File: src/rtl/core/hrhp_pkg.sv
// Shared types, constants and helpers of the HTTP response head parser.
package hrhp_pkg;

   localparam int POS_BITS = 16;
   localparam int PW = POS_BITS + 1;
   localparam int FIELD_BITS = 16;
   localparam int RSP_DATA_BITS = 112;

   localparam logic [PW-1:0] POS_MAX = PW'(1) << POS_BITS;
   localparam logic [PW-1:0] POS_FULL = POS_MAX - PW'(1);
   localparam logic [POS_BITS-1:0] MIN_LINE = POS_BITS'(12);

   localparam logic [7:0] CH_LF = 8'h0A;
   localparam logic [7:0] CH_CR = 8'h0D;
   localparam logic [7:0] CH_SP = 8'h20;
   localparam logic [7:0] CH_ZERO = 8'h30;
   localparam logic [7:0] CH_NINE = 8'h39;

   typedef enum logic [1:0] {
      RES_OK,
      RES_INCOMPLETE,
      RES_INVALID,
      RES_TOO_LONG
   } result_type;

   typedef struct packed {
      logic                active;
      logic                restart;
      logic [7:0]          ch;
      logic [POS_BITS-1:0] pos;
   } feed_type;

   typedef struct packed {
      logic                prefix_ok;
      logic                in_reason;
      logic [9:0]          code;
      logic [POS_BITS-1:0] reason_begin;
   } scan_type;

   function automatic logic [7:0] prefix_char(input logic [2:0] idx);
      logic [7:0] ch;
      case (idx)
         3'd0: ch = 8'h48;
         3'd1: ch = 8'h54;
         3'd2: ch = 8'h54;
         3'd3: ch = 8'h50;
         3'd4: ch = 8'h2F;
         default: ch = 8'h00;
      endcase
      return ch;
   endfunction

   function automatic logic [FIELD_BITS-1:0] to_field(input logic [PW-1:0] value);
      logic [PW+FIELD_BITS-1:0] wide;
      wide = {{FIELD_BITS{1'b0}}, value};
      return wide[FIELD_BITS-1:0];
   endfunction

endpackage

File: src/rtl/core/http_response_head_parser_unit.sv
// Top level of the HTTP response head parser: byte tracking, boundary search and result.
// The result word is registered on rsp in the cycle after the last request word is accepted.
// Throughput: one request word per cycle; only a stalled result word holds off req_tready.
// The per-byte state update and the result arithmetic sit between the state registers
// and the result register. Synchronous reset returns the parser to the start of a
// response; it also restarts by itself after each result.
module http_response_head_parser_unit (
   input  logic        clock,
   input  logic        reset,
   input  logic        req_tvalid,
   output logic        req_tready,
   input  logic [7:0]  req_tdata,   // [7:0] data_byte
   input  logic        req_tlast,   // last_byte
   output logic        rsp_tvalid,
   input  logic        rsp_tready,
   output logic [hrhp_pkg::RSP_DATA_BITS-1:0] rsp_tdata,
   // [9:0] status_value, [25:10] reason_offset, [41:26] reason_len,
   // [57:42] headers_offset, [73:58] headers_len, [89:74] body_offset,
   // [105:90] body_len, [111:106] zero
   output logic [1:0]  rsp_tuser    // [1:0] parse_result
);
   import hrhp_pkg::*;

   logic [PW-1:0]       pos_ff, pos_in;
   logic [23:0]         recent_ff, recent_in;
   logic [POS_BITS-1:0] fle_ff, fle_in;
   logic                cr_ff, cr_in;
   logic [POS_BITS-1:0] crlf_end_ff, crlf_end_in;
   logic [POS_BITS-1:0] lf_end_ff, lf_end_in;
   logic                found_line_ff, found_line_in;
   logic                found_crlf_ff, found_crlf_in;
   logic                found_lf_ff, found_lf_in;
   logic                rsp_valid_ff, rsp_valid_in;
   logic [RSP_DATA_BITS-1:0] rsp_data_ff, rsp_data_in;
   logic [1:0]          rsp_user_ff, rsp_user_in;

   logic                accept, emit, too_long;
   logic [POS_BITS-1:0] idx, idx_plus;
   logic [7:0]          ch, p1, p2, p3;
   logic                is_lf, line_hit, crlf_hit, lf_hit;
   logic [POS_BITS-1:0] body;
   logic [PW-1:0]       total, hend, next_off, hlen, rlen, blen;
   result_type          res;
   feed_type            feed;
   scan_type            scan;

   hrhp_status_scan u_scan (
      .clock (clock),
      .reset (reset),
      .feed  (feed),
      .scan  (scan)
   );

   always_comb begin
      accept = req_tvalid && req_tready;
      emit = accept && req_tlast;
      too_long = pos_ff >= POS_FULL;
      idx = pos_ff[POS_BITS-1:0];
      idx_plus = idx + POS_BITS'(1);
      ch = req_tdata;
      p1 = recent_ff[7:0];
      p2 = recent_ff[15:8];
      p3 = recent_ff[23:16];
      is_lf = ch == CH_LF;

      line_hit = !too_long && !found_line_ff && is_lf;
      crlf_hit = !too_long && !found_crlf_ff && idx >= POS_BITS'(3) && is_lf &&
                 p1 == CH_CR && p2 == CH_LF && p3 == CH_CR;
      lf_hit = !too_long && !found_lf_ff && idx >= POS_BITS'(1) && is_lf && p1 == CH_LF;

      feed.active = accept && !too_long && !found_line_ff && idx != '0 &&
                    !(is_lf && p1 == CH_CR);
      feed.restart = emit;
      feed.ch = p1;
      feed.pos = idx - POS_BITS'(1);

      fle_in = fle_ff;
      cr_in = cr_ff;
      if (line_hit) begin
         if (idx != '0 && p1 == CH_CR) begin
            fle_in = idx - POS_BITS'(1);
            cr_in = 1'b1;
         end else begin
            fle_in = idx;
            cr_in = 1'b0;
         end
      end
      found_line_in = found_line_ff || line_hit;
      found_crlf_in = found_crlf_ff || crlf_hit;
      found_lf_in = found_lf_ff || lf_hit;
      crlf_end_in = crlf_hit ? idx_plus : crlf_end_ff;
      lf_end_in = lf_hit ? idx_plus : lf_end_ff;
      recent_in = {recent_ff[15:0], ch};
      pos_in = (pos_ff < POS_MAX) ? pos_ff + PW'(1) : pos_ff;

      total = {1'b0, idx_plus};
      body = found_crlf_in ? crlf_end_in : lf_end_in;
      hend = {1'b0, body} - (found_crlf_in ? PW'(4) : PW'(2));
      next_off = {1'b0, fle_in} + (cr_in ? PW'(2) : PW'(1));
      hlen = (hend > next_off) ? hend - next_off : '0;
      rlen = {1'b0, fle_in} - {1'b0, scan.reason_begin};
      blen = total - {1'b0, body};

      if (too_long) begin
         res = RES_TOO_LONG;
      end else if (!(found_crlf_in || found_lf_in) || !found_line_in) begin
         res = RES_INCOMPLETE;
      end else if (!scan.prefix_ok || fle_in < MIN_LINE || !scan.in_reason) begin
         res = RES_INVALID;
      end else begin
         res = RES_OK;
      end

      rsp_user_in = res;
      rsp_data_in = '0;
      if (res == RES_OK) begin
         rsp_data_in[9:0] = scan.code;
         rsp_data_in[25:10] = to_field({1'b0, scan.reason_begin});
         rsp_data_in[41:26] = to_field(rlen);
         rsp_data_in[57:42] = to_field(next_off);
         rsp_data_in[73:58] = to_field(hlen);
         rsp_data_in[89:74] = to_field({1'b0, body});
         rsp_data_in[105:90] = to_field(blen);
      end

      if (emit) begin
         rsp_valid_in = 1'b1;
      end else if (rsp_tready) begin
         rsp_valid_in = 1'b0;
      end else begin
         rsp_valid_in = rsp_valid_ff;
      end
   end

   always_ff @(posedge clock) begin
      if (reset || emit) begin
         pos_ff <= '0;
         recent_ff <= '0;
         fle_ff <= '0;
         cr_ff <= 1'b0;
         crlf_end_ff <= '0;
         lf_end_ff <= '0;
         found_line_ff <= 1'b0;
         found_crlf_ff <= 1'b0;
         found_lf_ff <= 1'b0;
      end else if (accept) begin
         pos_ff <= pos_in;
         recent_ff <= recent_in;
         fle_ff <= fle_in;
         cr_ff <= cr_in;
         crlf_end_ff <= crlf_end_in;
         lf_end_ff <= lf_end_in;
         found_line_ff <= found_line_in;
         found_crlf_ff <= found_crlf_in;
         found_lf_ff <= found_lf_in;
      end
   end

   always_ff @(posedge clock) begin
      if (reset) begin
         rsp_valid_ff <= 1'b0;
      end else begin
         rsp_valid_ff <= rsp_valid_in;
      end
      if (emit) begin
         rsp_data_ff <= rsp_data_in;
         rsp_user_ff <= rsp_user_in;
      end
   end

   assign req_tready = !rsp_valid_ff || rsp_tready;
   assign rsp_tvalid = rsp_valid_ff;
   assign rsp_tdata = rsp_data_ff;
   assign rsp_tuser = rsp_user_ff;

   // A result other than ok carries an all-zero data word.
   assert property (@(posedge clock) disable iff (reset)
      rsp_tvalid && rsp_tuser != RES_OK |-> rsp_tdata == '0)
      else $error("non-ok result with nonzero data");

   // The last word of a response restarts byte tracking.
   assert property (@(posedge clock) disable iff (reset)
      req_tvalid && req_tready && req_tlast |=> pos_ff == '0 && !found_line_ff)
      else $error("parser did not restart after last word");

   // The byte counter saturates at its limit.
   assert property (@(posedge clock) disable iff (reset)
      pos_ff <= POS_MAX)
      else $error("byte counter beyond saturation");

   // A new result is never loaded while an earlier one is still stalled.
   assert property (@(posedge clock) disable iff (reset)
      rsp_tvalid && !rsp_tready |-> !req_tready)
      else $error("request taken while result is stalled");

endmodule

File: src/rtl/core/hrhp_status_scan.sv
// Status line scanner: prefix check, version skip, status digits and reason start.
module hrhp_status_scan (
   input  logic              clock,
   input  logic              reset,
   input  hrhp_pkg::feed_type feed,
   output hrhp_pkg::scan_type scan
);
   import hrhp_pkg::*;

   typedef enum logic [2:0] {
      PH_PREFIX,
      PH_VERSION,
      PH_SPACES,
      PH_DIGIT2,
      PH_DIGIT3,
      PH_REASON_SP,
      PH_REASON,
      PH_BAD
   } phase_type;

   phase_type           phase_ff, phase_in;
   logic                prefix_ok_ff, prefix_ok_in;
   logic [9:0]          code_ff, code_in;
   logic [POS_BITS-1:0] rbeg_ff, rbeg_in;
   logic                is_dec;
   logic [3:0]          digit;
   logic [9:0]          code_next;
   logic [POS_BITS-1:0] pos_plus;

   always_comb begin
      is_dec = (feed.ch >= CH_ZERO) && (feed.ch <= CH_NINE);
      digit = feed.ch[3:0];
      code_next = {code_ff[6:0], 3'b000} + {code_ff[8:0], 1'b0} + {6'b000000, digit};
      pos_plus = feed.pos + POS_BITS'(1);
      phase_in = phase_ff;
      prefix_ok_in = prefix_ok_ff;
      code_in = code_ff;
      rbeg_in = rbeg_ff;
      if (feed.active) begin
         case (phase_ff)
            PH_PREFIX: begin
               if (feed.pos < POS_BITS'(5) && feed.ch != prefix_char(feed.pos[2:0])) begin
                  prefix_ok_in = 1'b0;
               end
               if (feed.pos >= POS_BITS'(4)) begin
                  phase_in = PH_VERSION;
               end
            end
            PH_VERSION: begin
               if (feed.ch == CH_SP) begin
                  phase_in = PH_SPACES;
               end
            end
            PH_SPACES: begin
               if (feed.ch != CH_SP) begin
                  if (is_dec) begin
                     code_in = {6'b000000, digit};
                     phase_in = PH_DIGIT2;
                  end else begin
                     phase_in = PH_BAD;
                  end
               end
            end
            PH_DIGIT2, PH_DIGIT3: begin
               if (is_dec) begin
                  code_in = code_next;
                  if (phase_ff == PH_DIGIT3) begin
                     phase_in = PH_REASON_SP;
                     rbeg_in = pos_plus;
                  end else begin
                     phase_in = PH_DIGIT3;
                  end
               end else begin
                  phase_in = PH_BAD;
               end
            end
            PH_REASON_SP: begin
               if (feed.ch == CH_SP) begin
                  rbeg_in = pos_plus;
               end else begin
                  phase_in = PH_REASON;
               end
            end
            default: begin
            end
         endcase
      end
      scan.prefix_ok = prefix_ok_in;
      scan.in_reason = (phase_in == PH_REASON_SP) || (phase_in == PH_REASON);
      scan.code = code_in;
      scan.reason_begin = rbeg_in;
   end

   always_ff @(posedge clock) begin
      if (reset || feed.restart) begin
         phase_ff <= PH_PREFIX;
         prefix_ok_ff <= 1'b1;
         code_ff <= '0;
         rbeg_ff <= '0;
      end else begin
         phase_ff <= phase_in;
         prefix_ok_ff <= prefix_ok_in;
         code_ff <= code_in;
         rbeg_ff <= rbeg_in;
      end
   end

endmodule

File: config.mk
export PLATFORM = sky130hd
export DESIGN_NAME = http_response_head_parser_unit
export DESIGN_NICKNAME = d
export VERILOG_FILES = /design/src/rtl/core/hrhp_pkg.sv /design/src/rtl/core/http_response_head_parser_unit.sv /design/src/rtl/core/hrhp_status_scan.sv
export SDC_FILE = /design/constraint.sdc
export NUM_CORES = 1
export LEC_CHECK = 0
export BUFFER_PORTS_ARGS = -buffer_cell sky130_fd_sc_hd__buf_4
export CAP_MARGIN = 20
export CORE_MARGIN = 8
export CORE_UTILIZATION = 25
export DETAILED_ROUTE_END_ITERATION = 6
export PLACE_DENSITY_LB_ADDON = 0.1
export SLEW_MARGIN = 5
export SYNTH_ARGS = -nofsm -noshare
export SYNTH_HDL_FRONTEND = slang
export SYNTH_SLANG_ARGS = --single-unit
File: constraint.sdc
create_clock -name clock -period 9.7 [get_ports clock]
set_input_delay 0 -clock clock [delete_from_list [all_inputs] [get_ports clock]]
set_output_delay 0 -clock clock [all_outputs]
set_load 0.05 [all_outputs]
# ---- Word-level counts from Yosys, hierarchy flattened
# Cells that the tools add are included.
dict set report totals {
  register_bits 232
  inputBits 13
  out_inout_bits 116
}
dict set report classes {
  n_addsub 11
  order_cmp 10
  eq_ne 19
  n_mux 39
  reduce_logical 51
}
# cell count
set op_table {}
lappend op_table {{$mux 16} 9}
lappend op_table {{$sub 16x16->16} 3}
lappend op_table {{$eq 8x4->1 const B} 5}
lappend op_table {{$mux 10} 4}
lappend op_table {{$add 16x1->16 const B} 2}
lappend op_table {{$pmux 16 s2} 1}
lappend op_table {{$pmux 7 s4} 1}
lappend op_table {{$logic_and 1x1->1} 22}
lappend op_table {{$mux 3} 7}
lappend op_table {{$pmux 10 s2} 1}
lappend op_table {{$add 16x2->17} 1}
lappend op_table {{$add 17x1->17 const B} 1}
lappend op_table {{$ge 17x16->1 const B} 1}
lappend op_table {{$gt 17x17->1} 1}
lappend op_table {{$lt 17x17->1 const B} 1}
lappend op_table {{$sub 16x3->17} 1}
lappend op_table {{$ge 16x1->1 const B} 1}
lappend op_table {{$ge 16x2->1 const B} 1}
lappend op_table {{$ge 16x3->1 const B} 1}
lappend op_table {{$lt 16x3->1 const B} 1}
lappend op_table {{$lt 16x4->1 const B} 1}
lappend op_table {{$mux 8} 2}
lappend op_table {{$reduce_bool 16->1} 1}
lappend op_table {{$sub 16x1->16 const B} 1}
lappend op_table {{other kinds (20)} 60}

# ---- Depth between registers and ports, before layout
# Gate-level depths: netlist of run 1.
dict set report depth {
  word_depth 21
  mapped_depth 27
  ltp_nobuf 24
}

# ---- Hierarchy
# Synthesis of run 1 repeated with hierarchy kept, for this count alone.
dict set report unflattened {
  hier_cells 1680
  area_unflattened_um2 14560.2
}
# mod n_inst cells_each area_each_um2
set modules_own_cells {}
lappend modules_own_cells {http_response_head_parser_unit 1 1380 12147.9}
lappend modules_own_cells {hrhp_status_scan 1 300 2412.3}

# ---- Worst setup path before layout of run 1
# No wires, ideal clock.
dict set report synth_path {
  path_type {reg2reg}
  start {reg pos_ff[3]}
  end {reg rsp_data_ff[62], in the netlist rsp_tdata[62] (data pin)}
  setup_ns 0.270
  arrival_time_ns 5.563
  required_ns 9.430
  path_slack_ns 3.867
  stages_incl_launch_ff 26
  n_path_buf 5
  synth_period_minus_slack_ns 5.833
  path_cell_list {dfxtp_1 buf_2 buf_1 nand3_1 nor4_1 ha_1 nor2_1 nand4_1 clkbuf_1 buf_1 nand2_1 o21a_1 ha_1 fa_1 xor2_1 ha_1 o21a_1 o31a_1 nor4_1 o31a_1 a21oi_1 o41ai_1 o22ai_1 nor2_1 clkbuf_1 nor3_1}
}
dict set report synth_via {
  elab_chain_len 16
}
# item line_no
set synth_lines {}
lappend synth_lines {{start: declaration} http_response_head_parser_unit.sv:24} ;# logic [PW-1:0] pos_ff, pos_in;
lappend synth_lines {{start signal: assignment} http_response_head_parser_unit.sv:147} ;# pos_ff <= pos_in;
lappend synth_lines {{parallel branches: the longest is 16 deep, another holds $ge 17x16->1} --}
lappend synth_lines {{end signal: assignment} http_response_head_parser_unit.sv:166} ;# rsp_data_ff <= rsp_data_in;
lappend synth_lines {{end: declaration} http_response_head_parser_unit.sv:34} ;# logic [RSP_DATA_BITS-1:0] rsp_data_ff, rsp_data_in;
# Parallel ways; which one is timed is not known.
# A chain may end at the register's enable or synchronous reset.

==> flow_summary.ini, run 1 <==
[global_routing]
grt_remaining_overflow = 0
grt_first_pass_wirelength_um = 73810
pin_count_of_the_biggest_net_entering_global_routing = 83
groute.usage.overall = 0.1446
grt_pass1_vias = 11930
grt_antenna_before_repair = 0

[worst_setup_path]
r2r-start = pos_ff[0]
startpoint = pos_ff[0]
setup.worst_path.start_class = register
crit_path_end = rsp_tdata[72]
reg2reg_setup_slack_ps = 2750
critical_path.max_stage_delay_ps = 920
r2r.worst_path.cells = 21
cpMaxStageDelayCell = dfxtp_1
crit_path_cell_trace = inv_1 -> ha_1 -> nor3b_1 -> and4_1 -> a2111oi_0 -> mux2i_1 -> nand3_1 -> ha_1 -> nor2_1 -> nand3_2 -> xor2_1 -> ha_1 -> a21o_1 -> a21oi_1 -> nor2b_1 -> o41a_1 -> or4_1 -> a31o_2 -> a21oi_1 -> xnor2_1 -> nor3_1
worst-endpoint-required_ps = 10010
cp_max_fo = 20
worstSetupEndpointType = register
regToRegEndpoint = rsp_tdata[72]
timing.critical_path.mode_cell = ha_1
worst-setup-path-type = register to register
arrival_ps = 7260

[flow_run]
maxCapViolCount = 0

[die]
placementRows = 87
die_h_um = 255.0
core_box_area_um2 = 56390
die_x_um = 255.0
fp.dieArea_um2 = 65020
io-pin-count = 129
floorplan.initialDensity = 0.2532

[power_and_ir_drop]
vdd_ir_drop_max_mv = 0.1182
cellLeakagePower_nw = 6.217
cellPowerDensity_nw_per_um2 = 145.8

[cells_and_area]
nNetsFinal = 1804
drive_gt1_frac = 0.1336
area.growth.synth_to_final_pct = 19.13
antenna-diode-count = 0

[cts]
clk_pin_slew_ps = 60
clockBufferDepth = 3
post_cts.repair.setup_buffers = 0
cts.repair.resized = 0
cts_root_buffer = clkbuf_16
worstSkewPairLatency_ps = 580
clock-sinks = 232
ctsHoldBuffers = 13
tritoncts.num_buffers = 30
cts_max_level = 1
cts_tree = yes

[drt]
route.final.wire_length_um = 48360
drt_pre_antenna_iters = 6
vias_per_cell = 4.860
route.detailed.wl_per_inst_um = 19.40
remaining_drc_errors = 0
ant_nets = 0
routed-via-count = 12120
initial_drc_count = 646

[sta]
final-max-slew-violation-count = 0
hold_viol = 0
final_critical_path_setup_slack_ps = 2748
setup_tns_ps = 0
post-route-period-util = 0.7167
worst_clock_skew_ps = 15.95
fmax_ghz = 0.1438
rsz0062_at_grt = no
fin_crit_ps = 6952
worstMarginPinSlew_ps = 1026
holdWs_ps = 145.9
setup_violations = 0
slew_headroom = 0.3064

[yosys]
synth_top_area_share = 0.2271
synthTopCellsByArea = edfxtp_1 23%, dfxtp_1 17%, nor2_1 6.8%
yosysWarnings = 0
synthesis.area_um2 = 14280
synth.largest_area_cell = edfxtp_1
ys_async_rst_share = 0
syn_avg_cell_area_um2 = 8.819
ys_types = 92
netlist_top_cells_count = 260 x nor2_1, 145 x nand2_1, 124 x dfxtp_1
synth-edff-count = 108
postSynthRegisterBits = 232
synth.most_common_cell = nor2_1
synth_flop_cell = dfxtp_1
synthCells = 1619
synth-seq-area-share = 0.4010

[placement]
detailed_place_hpwl_um = 35930
preCtsSetupSlack_ps = 2336
gpl.final_weighted_congestion = 0.8457
input_output_buffers = 122

[min_path]
hold_class = input pin to register

[run_status]
outcome = finished clean
[flip-flops by register name, indices dropped and copies added, names as in the netlist]
| name | flops |
|---|---|
| u_scan.rbeg_ff | 16 |
| rsp_tvalid | 1 |
| u_scan.code_ff | 10 |
| found_crlf_ff | 1 |
| recent_ff | 24 |
| cr_ff | 1 |
| u_scan.prefix_ok_ff | 1 |
| found_line_ff | 1 |
| u_scan.phase_ff | 3 |
| crlf_end_ff | 16 |
| rsp_tdata | 106 |
| rsp_tuser | 2 |
| fle_ff | 16 |
| pos_ff | 17 |
| found_lf_ff | 1 |
| lf_end_ff | 16 |
[report_power, final]
| part | leakage, nW | switching (mW) | internal (mW) |
|---|---|---|---|
| logic | 3.69 | 0.191 | 0.0847 |
| clock network | 0.494 | 0.453 | 0.692 |
| registers | 2.04 | 0.0177 | 1.04 |
| total | 6.22 | 0.662 | 1.82 |
[worst max-delay path: cells and delay by family, from the launching register on]
kind            cells  cell delay (ps)
compound gates      6             2010
xor+xnor            2              360
fa+ha+maj           3             1060
buf+inv             1              210
flops               1              920
mux                 1              320
simple gates        8             1800
[worst min-delay path by stage]
stage,start,end,depth (start not counted)
4_1_cts,req_tlast,rsp_tdata[95],3
3_5_place_dp,reset,rsp_tvalid,2
6_report,req_tlast,rsp_tdata[94],3
2_1_floorplan,reset,rsp_tvalid,1
5_1_grt,req_tlast,rsp_tdata[95],3
3_3_place_gp,reset,rsp_tvalid,2
[metrics by stage]
| step | power, mW | util | area, um^2 | instances |
|---|---|---|---|---|
| 6_report | 2.480 | 0.3017 | 17010 | 2493 |
| 5_1_grt | 2.580 | 0.3017 | 17010 | 2493 |
| 4_1_cts | 2.527 | 0.3015 | 17000 | 2492 |
| 3_5_place_dp | 1.355 | 0.2813 | 15860 | 2423 |
| 3_3_place_gp | 1.355 | 0.2812 | 15860 | 2422 |
| 2_1_floorplan | 1.272 | - | 14300 | 1624 |
[metal layers]
layer / wire [um] / vias up / track usage
met5: 0 / - / 0
met4: 609 / 0 / 0.02697
met3: 2064 / 36 / 0.02091
met2: 22950 / 237 / 0.2444
met1: 22740 / 5868 / 0.1962
li1: - / 5975 / -
[cell type report]
type,instances,area [um^2]
fillers,6005,39380
multi-input cells,1247,7954
flip-flops and latches,232,5725
repair buffers,155,1196
clock buffers,51,954.7
well taps,756,945.9
inverters,47,178.9
clock inverters,5,55.05
[layout by cell type, fill, tap and decap left out, types with 6 or more instances in the layout]
cell type,n
a211oi_1,41
a21o_1,27
a21oi_1,104
a22oi_1,14
a2bb2oi_1,8
a31oi_1,8
and2_1,6
and3_1,10
buf_4,142
clkbuf_1,13
clkbuf_16,34
conb_1,6
dfxtp_1,124
dlygate4sd3_1,13
edfxtp_1,108
fa_1,6
ha_1,72
inv_1,45
mux2i_1,14
nand2_1,145
nand2b_1,13
nand3_1,41
nand4_1,27
nor2_1,259
nor2b_1,14
nor3_1,58
nor3b_1,6
nor4_1,21
o211ai_1,6
o21a_1,8
o21ai_0,43
o21bai_1,7
o22ai_1,18
o31ai_1,9
or2_2,10
or3_1,9
xnor2_1,87
xor2_1,50
[logic make-up after synthesis]
family	Yosys count	synth area share
adder cells (fa/ha/maj)	79	0.07220
XOR/XNOR	137	0.08403
flip-flops	232	0.4010
AND/OR/NAND/NOR	670	0.2258
buffers and inverters	145	0.04443
other	1	0.0002626
multiplexers	16	0.01139
AO/OA/AOI/OAI	339	0.1609
(Power assumes the default switching activity.)
==> inputs of run 2 (changes only) <==
--- a/config.mk
+++ b/config.mk
@@ -5,6 +5,7 @@
 export SDC_FILE = /design/constraint.sdc
 export NUM_CORES = 1
 export LEC_CHECK = 0
+export ABC_AREA = 1
 export BUFFER_PORTS_ARGS = -buffer_cell sky130_fd_sc_hd__buf_4
 export CAP_MARGIN = 20
 export CORE_MARGIN = 8
==> constraint.sdc (replaced) <==
create_clock -name clock -period 6.55 [get_ports clock]
set_input_delay 0 -clock clock [delete_from_list [all_inputs] [get_ports clock]]
set_output_delay 0 -clock clock [all_outputs]
set_load 0.05 [all_outputs]
==> flow_summary.ini, run 2 <==
[sta]
final_critical_path_setup_slack_ps = 540.8
holdWs_ps = 149.2
fin_crit_ps = 6009
rsz0062_at_grt = no
fmax_ghz = 0.1664
post-route-period-util = 0.9174
final-max-slew-violation-count = 0
worst_clock_skew_ps = 15.68
hold_viol = 0
setup_tns_ps = 0
setup_violations = 0
worstMarginPinSlew_ps = 861.5
slew_headroom = 0.4250

[yosys]
syn_avg_cell_area_um2 = 7.534
netlist_top_cells_count = 410 x nand2_1, 280 x nor2_1, 208 x inv_1
yosysWarnings = 0
synth-seq-area-share = 0.4049
synth.most_common_cell = nand2_1
synth_top_area_share = 0.2293
synthesis.area_um2 = 14140
synth_flop_cell = dfxtp_1
postSynthRegisterBits = 232
ys_types = 51
synthCells = 1877
synth.largest_area_cell = edfxtp_1
synth-edff-count = 108
ys_async_rst_share = 0
synthTopCellsByArea = edfxtp_1 23%, dfxtp_1 18%, nand2_1 11%

[die]
core_box_area_um2 = 56170
placementRows = 87
floorplan.initialDensity = 0.2518
fp.dieArea_um2 = 64430
io-pin-count = 129
die_x_um = 253.8
die_h_um = 253.8

[placement]
input_output_buffers = 122
preCtsSetupSlack_ps = 531.6
detailed_place_hpwl_um = 34710
detailed_place.area_um2 = 15910
gpl.final_weighted_congestion = 0.8305
placed_cells = 2717

[global_routing]
groute.usage.overall = 0.1380
pin_count_of_the_biggest_net_entering_global_routing = 62
grt_pass1_vias = 12180
grt_first_pass_wirelength_um = 70680
grt_remaining_overflow = 0
grt_antenna_before_repair = 0

[cells_and_area]
finalCoreUtilization = 0.3050
post_layout_nonfiller_instances = 2785
mostFrequentLayoutCell = nand2_1
filler_cell_count = 6139
layout.cells.most_common_list = 410 x nand2_1, 279 x nor2_1, 208 x inv_1
multi_input_comb_area_um2 = 7328
ff_latch_area_um2 = 5725
area.growth.synth_to_final_pct = 21.13
largest_reg_flops = 106
antenna-diode-count = 0
drive_gt1_frac = 0.1178
post-route-cell-area_um2 = 17130
nNetsFinal = 2096

[worst_setup_path]
setup.worst_path.start_class = register
arrival_ps = 6410
r2r.worst_path.cells = 26
family_with_the_most_delay_on_the_worst_path = compound AO/OA/AOI/OAI gates
r2r-start = pos_ff[0]
critical_path.max_stage_delay_ps = 690
worst-setup-path-type = register to register
cp_max_fo = 27
worstSetupEndpointType = register
cpMaxStageDelayCell = dfxtp_1
reg2reg_setup_slack_ps = 540
cp_num_buf_inv = 4
timing.critical_path.mode_cell = nand2_1
worst-endpoint-required_ps = 6950
regToRegEndpoint = rsp_tdata[72]

[drt]
ant_nets = 0
vias_per_cell = 4.493
initial_drc_count = 742
routed-via-count = 12510
remaining_drc_errors = 0
route.final.wire_length_um = 45380
route.detailed.wl_per_inst_um = 16.30
drt_pre_antenna_iters = 5

[cts]
cts_root_buffer = clkbuf_16
clk_pin_slew_ps = 60
cts_tree = yes
worstSkewPairLatency_ps = 580
clockBufferDepth = 3
clock-sinks = 232
tritoncts.num_buffers = 30
cts_max_level = 1
post_cts.repair.setup_buffers = 0

[power_and_ir_drop]
intPower_mw = 2.852
share_comb_of_total_power = 0.136
vdd_ir_drop_max_mv = 0.2054
power.share.switching = 0.2792
power.total_mw = 3.956
total_switching_power_mw = 1.104
cellLeakagePower_nw = 7.279
seq_power_share = 0.400
cellPowerDensity_nw_per_um2 = 230.9
p_clk_frac = 0.464

[min_path]
min_to = recent_ff[17]
hold_class = input pin to register
hold_path_startpoint = rsp_tready
holdPathStages = 7

[flow_run]
maxCapViolCount = 0

[run_status]
outcome = finished clean
-- run 2: cell types whose count changed in the layout (fill, tap and decap cells not counted), moves of 13 or more --
cell and change:
nand2_1 +265, nor4_1 -17, a21o_1 -25, nor2_1 +20
nand2b_1 -13, o21ai_0 +60, nor2b_1 -14, a21oi_1 +16
nand3_1 +34, mux2i_1 -14, o22ai_1 -17, inv_1 +163
xnor2_1 -68
-- run 2: cells by family (layout without fill, tap and decap cells) --
family | Yosys count | in the layout | share of synthesized area
simple gates | 890 | 890 | 0.2666
xor+xnor | 70 | 70 | 0.04336
fa+ha+maj | 78 | 78 | 0.07220
other cells | 1 | 6 | 0.0002652
buf+inv | 281 | 428 | 0.08043
flops | 232 | 232 | 0.4049
compound gates | 325 | 325 | 0.1323
-- run 2: repair_timing --
item,CTS,global route
endpoints found under the setup margin,0,12
endpoints found under the hold margin,15,0
hold buffers,12,0
gates resized for setup,0,1
-- run 2: power by group through the flow --
stage          registers (mW)  clock network (mW)  logic [mW]
2_1_floorplan            1.67                   0       0.310
3_3_place_gp             1.61                   0       0.540
3_5_place_dp             1.61                   0       0.536
4_1_cts                  1.58                1.90       0.544
5_1_grt                  1.59                1.96       0.603
6_report                 1.58                1.84       0.538
-- run 2: how the worst max path moves through the flow --
stage	startpoint	end	slack, ps	depth (start not counted)
final	pos_ff[0]	rsp_tdata[72]	540	26
after global routing	pos_ff[0]	rsp_tdata[68]	20	29
after CTS	pos_ff[0]	rsp_tdata[68]	490	28
after detailed placement	pos_ff[0]	rsp_tdata[68]	530	28
after global placement	pos_ff[0]	rsp_tdata[72]	640	28
after floorplan	pos_ff[0]	rsp_tdata[66]	1290	30
-- run 2: final cells by class --
class / instances / area share
sequential: 232 / 0.3343
tap: 756 / 0.05522
clock buffer: 40 / 0.05018
clock inverter: 16 / 0.01395
timing repair buffer: 161 / 0.07232
inverter: 211 / 0.04624
multi-input combinational: 1369 / 0.4278
-- run 2: routing by layer --
metal,vias to the layer above,share of wire,GRT usage
met1,5752,0.48,0.1863
met2,213,0.46,0.2244
met5,-,0,0
met4,0,0.030,0.04560
li1,6482,-,-
met3,65,0.039,0.02025
-- run 2: worst min-delay path: stages --
cell     delay, ps
buf_4          110
inv_1           40
nand2_1         70
nand2_1        100
inv_2          190
nand2_1        110
a21oi_1         50
==> inputs of run 3 (changes only) <==
--- a/config.mk
+++ b/config.mk
@@ -5,7 +5,6 @@
 export SDC_FILE = /design/constraint.sdc
 export NUM_CORES = 1
 export LEC_CHECK = 0
-export ABC_AREA = 1
 export BUFFER_PORTS_ARGS = -buffer_cell sky130_fd_sc_hd__buf_4
 export CAP_MARGIN = 20
 export CORE_MARGIN = 8
==> flow_summary.ini, run 3 (synthesis results as in run 1) <==
[global_routing]
pin_count_of_the_biggest_net_entering_global_routing = 83
grt_pass1_vias = 12200
grt_antenna_before_repair = 0
groute.usage.overall = 0.1465
grt_remaining_overflow = 0
grt_first_pass_wirelength_um = 74470

[sta]
slew_headroom = 0.2820
setup_violations = 0
setup_tns_ps = 0
fmax_ghz = 0.1645
worstMarginPinSlew_ps = 1073
post-route-period-util = 0.9281
final-max-slew-violation-count = 0
fin_crit_ps = 6079
hold_viol = 0
worst_clock_skew_ps = 20.69
rsz0062_at_grt = no

[die]
placementRows = 87
die_x_um = 255.0
floorplan.initialDensity = 0.2532
core_box_area_um2 = 56390
fp.dieArea_um2 = 65020
io-pin-count = 129
die_h_um = 255.0

[placement]
gpl.final_weighted_congestion = 0.8688
detailed_place_hpwl_um = 37200
input_output_buffers = 122
placed_cells = 2454

[cells_and_area]
finalCoreUtilization = 0.3067
post_layout_nonfiller_instances = 2522
filler_cell_count = 6052
layout.cells.most_common_list = 259 x nor2_1, 172 x buf_4, 145 x nand2_1
area.growth.synth_to_final_pct = 21.12
nNetsFinal = 1833
antenna-diode-count = 0
mostFrequentLayoutCell = nor2_1
drive_gt1_frac = 0.1529
largest_reg_flops = 106

[cts]
clock-sinks = 232
worstSkewPairLatency_ps = 570
cts_root_buffer = clkbuf_16
tritoncts.num_buffers = 31
cts_max_level = 1
cts_tree = yes
clk_pin_slew_ps = 60
clockBufferDepth = 3

[power_and_ir_drop]
power.total_mw = 3.800
cellLeakagePower_nw = 6.376
cellPowerDensity_nw_per_um2 = 219.8
vdd_ir_drop_max_mv = 0.2032

[drt]
drt_pre_antenna_iters = 5
initial_drc_count = 700
remaining_drc_errors = 0
route.detailed.wl_per_inst_um = 19.46
routed-via-count = 12210
route.final.wire_length_um = 49080
vias_per_cell = 4.840
ant_nets = 0

[worst_setup_path]
r2r.worst_path.cells = 23
arrival_ps = 6380
cp_max_fo = 7
worst-endpoint-required_ps = 6850
setup.worst_path.start_class = register
worst-setup-path-type = register to register
worstSetupEndpointType = register

[min_path]
hold_class = input pin to register
holdPathStages = 4

[flow_run]
maxCapViolCount = 0

[run_status]
outcome = finished clean
[run 3: changes by cell type in the layout (fill, tap and decap cells not counted), moves of 13 or more]
| cell | before | now |
|---|---|---|
| buf_4 | 149 | 172 |
| nor2_1 | 279 | 259 |
| o21ai_0 | 103 | 43 |
| mux2i_1 | 0 | 14 |
| nand2_1 | 410 | 145 |
| nor4_1 | 4 | 21 |
| a21oi_1 | 120 | 104 |
| inv_1 | 208 | 45 |
| a21o_1 | 2 | 27 |
| xnor2_1 | 19 | 86 |
| nand3_1 | 75 | 41 |
| nor2b_1 | 0 | 14 |
| o22ai_1 | 1 | 18 |
| nand2b_1 | 0 | 13 |
[run 3: repair_timing]
item,CTS,global route
endpoints found under the hold margin,16,0
setup buffers,0,0
gates resized for setup,0,1
endpoints found under the setup margin,0,2
hold buffers,11,0
[run 3: final timing paths]
check	slack [ps]	from	to
hold reg to reg	460	recent_ff[18]	recent_ff[18]
setup reg to reg	470	pos_ff[0]	rsp_tdata[72]
hold / removal	60	req_tvalid	rsp_tdata[94]
setup / recovery	470	pos_ff[0]	rsp_tdata[72]
[run 3: worst max-delay path, cell delays in order, from the launching register on]
cell	delay (ps)
dfxtp_1	380
ha_1	220
nand3_1	210
nor4_1	90
ha_1	200
nor2_1	300
nand3_1	180
a2111oi_1	580
mux2i_1	300
nand3_1	150
ha_1	250
nor2_1	260
nand3_2	210
xor2_1	220
ha_1	390
a21o_1	210
a21oi_1	150
nor2b_1	80
o41a_1	360
or4_1	450
a31o_2	250
a21oi_1	180
xnor2_1	140
nor3_1	60
[run 3: where the power goes]
part | internal, mW | leakage [nW] | switching, mW
Combinational | 0.135 | 3.83 | 0.293
Sequential | 1.54 | 2.04 | 0.0200
Clock | 1.11 | 0.512 | 0.697
[run 3: final cells by class]
class                      count  area [um^2]  area share
clock buffer                  36        804.5     0.04652
clock inverter                21        275.3     0.01592
inverter                      47        178.9     0.01035
multi-input combinational   1247         7963      0.4604
sequential                   232         5725      0.3311
tap                          756        945.9     0.05470
timing repair buffer         183         1401     0.08103
[run 3: metrics by stage]
stage | worst slack (ps) | area (um^2) | hold slack (ps)
after floorplan | 717.5 | 14300 | 69.07
after global placement | 684.4 | 16100 | 176.7
after detailed placement | 457.7 | 16100 | 183.3
after CTS | 385.2 | 17290 | 43.28
after global routing | 32.38 | 17290 | 99.42
final | 471.2 | 17290 | 62.67
[run 3: routing by layer]
layer / share of wire / vias up / global-route usage
met2: 0.47 / 241 / 0.2455
met4: 0.021 / 0 / 0.03737
li1: - / 6046 / -
met1: 0.47 / 5860 / 0.1979
met5: 0 / - / 0
met3: 0.041 / 60 / 0.01919
